**src/sv/huffman_code_builder_encoder_top_assert.svh**
```systemverilog
// Assertion macros for the Huffman code builder and encoder.
// Taken in by the top level; the macros expand against its clk and rst_n.
`ifndef HUFFMAN_CODE_BUILDER_ENCODER_TOP_ASSERT_SVH
`define HUFFMAN_CODE_BUILDER_ENCODER_TOP_ASSERT_SVH
`ifndef SYNTH
// Checked property, switched off while reset is asserted.
`define HCB_ASSERT(lbl, prop) \
  lbl: assert property (@(posedge clk) disable iff (!rst_n) (prop)) \
    else $error("hcbe assertion failed");
// Checked property, also sampled during reset.
`define HCB_ASSERT_ALWAYS(lbl, prop) \
  lbl: assert property (@(posedge clk) (prop)) \
    else $error("hcbe assertion failed");
`else
`define HCB_ASSERT(lbl, prop)
`define HCB_ASSERT_ALWAYS(lbl, prop)
`endif
`endif

```
**src/sv/hcbe_ram.sv**
```systemverilog
// Generic single-clock RAM: one write port, one read port, registered read.
// No dependencies.
`default_nettype none

module hcbe_ram #(
  parameter int WIDTH = 8,
  parameter int DEPTH = 256
) (
  input  wire logic                     clk,
  input  wire logic                     we,
  input  wire logic [$clog2(DEPTH)-1:0] waddr,
  input  wire logic [WIDTH-1:0]         wdata,
  input  wire logic [$clog2(DEPTH)-1:0] raddr,
  output logic      [WIDTH-1:0]         rdata
);

  logic [WIDTH-1:0] mem [DEPTH];

  // Write port and registered read port; a same-address read returns old data.
  always_ff @(posedge clk) begin
    if (we) begin
      mem[waddr] <= wdata;
    end
    rdata <= mem[raddr];
  end

endmodule

`default_nettype wire

```
**config.mk**
```make
export PLATFORM = sky130hd
export DESIGN_NAME = hcbe_ram
export DESIGN_NICKNAME = d
export VERILOG_FILES = /design/src/sv/huffman_code_builder_encoder_top_assert.svh /design/src/sv/hcbe_ram.sv
export SDC_FILE = /design/constraint.sdc
export NUM_CORES = 2
export LEC_CHECK = 0
export ABC_AREA = 0
export BUFFER_PORTS_ARGS = -buffer_cell sky130_fd_sc_hd__buf_2
export CORE_ASPECT_RATIO = 1.1
export CORE_MARGIN = 8
export CORE_UTILIZATION = 63
export CTS_CLUSTER_DIAMETER = 150
export DETAILED_ROUTE_END_ITERATION = 16
export PLACE_DENSITY = 0.79
export SLEW_MARGIN = 0
export SYNTH_ARGS = -nofsm -noshare
export SYNTH_HDL_FRONTEND = slang
export SYNTH_SLANG_ARGS = --single-unit
```
**constraint.sdc**
```tcl
create_clock -name clk -period 2.72 [get_ports clk]
set_input_delay 0.408 -clock clk [delete_from_list [all_inputs] [get_ports clk]]
set_output_delay 0.408 -clock clk [all_outputs]
set_load 0.01 [all_outputs]
```
==> qor.txt <==
vias -> 42350
Top cell by count, worst path -> nor4_1
max_cap viols -> 0
First-pass DRT Iterations -> 6
cell count along the critical path -> 5
Comb pwr share -> 5.5%
GRT Total Usage -> 29.07%
count leader, synth -> edfxtp_1
Worst slew margin -> 26.61%
worst r2r src -> mem[152][3]
Yosys Warn Count -> 0
Data required, critical path -> 3.38 ns
DP HPWL -> 123.5 mm
crit-path max FO -> 1
Final Core Density -> 73.45%
Hold Fails Final Rpt -> 0
Hold Crit Class -> in2reg
Routed Antenna Nets -> 0
Post-CTS Setup Inserts -> 0
Net Switching -> 0.01361 W
sequential share of the synthesized area -> 77.50%
Detailed Route Iter0 Violations -> 6225
Clock Latency Late Sink -> 0.83 ns
leakage power -> 29.75 nW
NumNets Final -> 4370
RD Place Congestion -> 0.8812
Clock Skew -> 0.02484 ns
die area -> 137900 um^2
crit path cell chain -> mux4_2 -> a22oi_1 -> a21oi_1 -> nor4_1 -> nor4_1
Max Buffers Root-to-Sink -> 3
clock network fraction of design power -> 39.7%
row cnt -> 136
Synth Flop Type -> edfxtp_1
area occupied by multi-input gates -> 16500 um^2
CP max stage delay -> 0.90 ns
number of synthesized flops with an enable pin -> 2048
Flop pwr share -> 54.8%
GR Overflow Total -> 0
Min-Delay Startpoint -> wdata[5]
crit path capture type -> flop
Reg-to-Reg End -> rdata[3]
last element of the critical path -> rdata[3]
minimum clock period -> 2.618 ns
FF-to-FF setup slack -> 0.10 ns
Critical Path Source -> mem[152][3]
Die X -> 354.8 um
Sw Ratio -> 21.32%
via/cell ratio -> 6.875
WS Path Type -> reg2reg
vias in the first global route -> 43170
initial antenna violation count -> 12
WL/cell -> 32.64 um
global-route wire length before repair -> 292.8 mm
CP delay by family, top -> simple AND/OR/NAND/NOR gates
Reg2Reg Depth -> 5
Reg clk slew, reported paths -> 0.06 ns
ratio of cells with drive above 1 in the final layout -> 30.63%
Max IR drop VDD -> 0.7102 mV
Mapped Cells -> 3733
CP arrival -> 3.28 ns
post-synth cell types -> 55
area grow syn2layout -> 15.47%
clk sink count -> 2056
Synth top cells by count -> edfxtp_1, mux4_2, nor2_1
sum of negative setup slack -> 0 ns
post-synth top area cell -> edfxtp_1
Finish-stage setup viols -> 0
routed wire length -> 201.1 mm
Worst Setup Start Kind -> flop
Boundary Pins -> 34
H-tree depth -> 4
Mapped Area -> 79560 um^2
synth top area cells -> edfxtp_1, mux4_2, mux2i_1
crit path max-delay cell type -> nor4_1
pin count of the biggest net entering global routing -> 153
final worst path period share -> 96.26%
Post-route DRC -> 0
Final Slew Violations -> 0
initial core utilization -> 63.61%
Pint -> 0.05023 W
I/O Buffers -> 33
die height -> 388.7 um
outcome -> finished, final reports clean
Core ar. -> 125100 um^2
FFs w/ async S/R, synth -> 0%
RSZ-0062 raised after global routing -> no
post-synth net total -> 3759
FF+latch area -> 61660 um^2
post-synth top area share -> 77.30%
Syn Area/Cell -> 21.31 um^2
fillcell total -> 6532
Worst-Margin Slew -> 1.092 ns
CTS buffer count -> 191
f_max -> 0.3819 GHz
flops & latches, synth -> 2056
power per cell area -> 695.0 nW/um^2
Buf+Inv Stages, Crit Path -> 0
CTS tree -> built
clock root buffer -> clkbuf_16
## timing repair
action,CTS,global route
endpoints found under the setup margin,1,1
cloned,0,0
hold buffers,2,0
endpoints found under the hold margin,21,0
gates resized for setup,1,1
pin swaps,0,0
## cell families (layout without fill, tap and decap cells)
kind of cell | after synthesis | in the layout | share of synthesized area, %
AO/OA/AOI/OAI | 385 | 385 | 3.419
buffers and inverters | 235 | 995 | 1.831
flip-flops | 2056 | 2056 | 77.50
multiplexers | 591 | 591 | 14.62
other | 0 | 11 | 0
AND/OR/NAND/NOR | 466 | 466 | 2.628
## worst reg2reg max path, delay by kind of cell, from the launching register on
kind / cells / cell delay [ns]
AOI/OAI and AO/OA: 2 / 0.57
DFF: 1 / 0.38
muxes: 1 / 0.49
and+or+nand+nor: 2 / 1.02
## state kept, by name, summed over array words and instances, names as in the netlist
name	cells
rdata	8
mem	2048
## per-stage QoR
stage / area [um^2] / setup WS, ns / total power [W] / cells / hold slack (ns)
2_1_floorplan: 79560 / 0.3741 / 0.03733 / 3733 / 0.5069
3_3_place_gp: 85980 / -0.9094 / 0.03900 / 5805 / 0.6811
3_5_place_dp: 85980 / -0.6594 / 0.03909 / 5805 / 0.6787
4_1_cts: 91830 / 0.007338 / 0.06401 / 6149 / 0.09243
5_1_grt: 91840 / 0.05446 / 0.06524 / 6149 / 0.1316
6_report: 91860 / 0.1018 / 0.06384 / 6160 / 0.1373
## worst min path at each step
stage | end | slack (ns) | cells past startpoint
after floorplan | mem[0][0] | 0.51 | 0
after global placement | mem[80][4] | 0.68 | 1
after detailed placement | mem[80][4] | 0.68 | 1
after CTS | mem[81][5] | 0.09 | 1
after global routing | mem[104][2] | 0.13 | 1
final | mem[71][5] | 0.14 | 1
## power by group through the flow
stage,sequential (W),clock [W],combinational [W]
2_1_floorplan,0.0356,0,0.00170
3_3_place_gp,0.0357,0,0.00334
3_5_place_dp,0.0357,0,0.00343
4_1_cts,0.0350,0.0255,0.00348
5_1_grt,0.0350,0.0266,0.00364
6_report,0.0350,0.0253,0.00352
## cell usage in the layout (no fill, tap or decap), types with 23 or more instances in the layout
cell and n:
nor2b_1 28, mux4_2 454, clkinv_1 47, o22ai_1 28, nor2_1 279, mux2i_1 134
nor4_1 23, a22oi_1 133, buf_4 547, buf_12 70, clkbuf_1 45, nand2_1 33
clkbuf_16 194, nand3_1 34, clkinv_2 29, a21oi_1 96, edfxtp_1 2048, o221ai_1 46
## cell type report
type,count,area share (%)
Clock inverter,103,0.8690
Clock buffer,239,5.469
Timing Repair Buffer,651,6.290
Sequential cell,2056,67.12
Antenna cell,11,0.02996
Inverter,2,0.008172
Tap cell,1656,2.256
Multi-Input combinational cell,1442,17.96
## layer usage
layer,part of all wire (%),GRT usage [%]
met5,0.013,0
met4,4.8,12.52
met3,12,7.160
met2,49,46.97
met1,34,38.13
(Power assumes the default switching activity.)
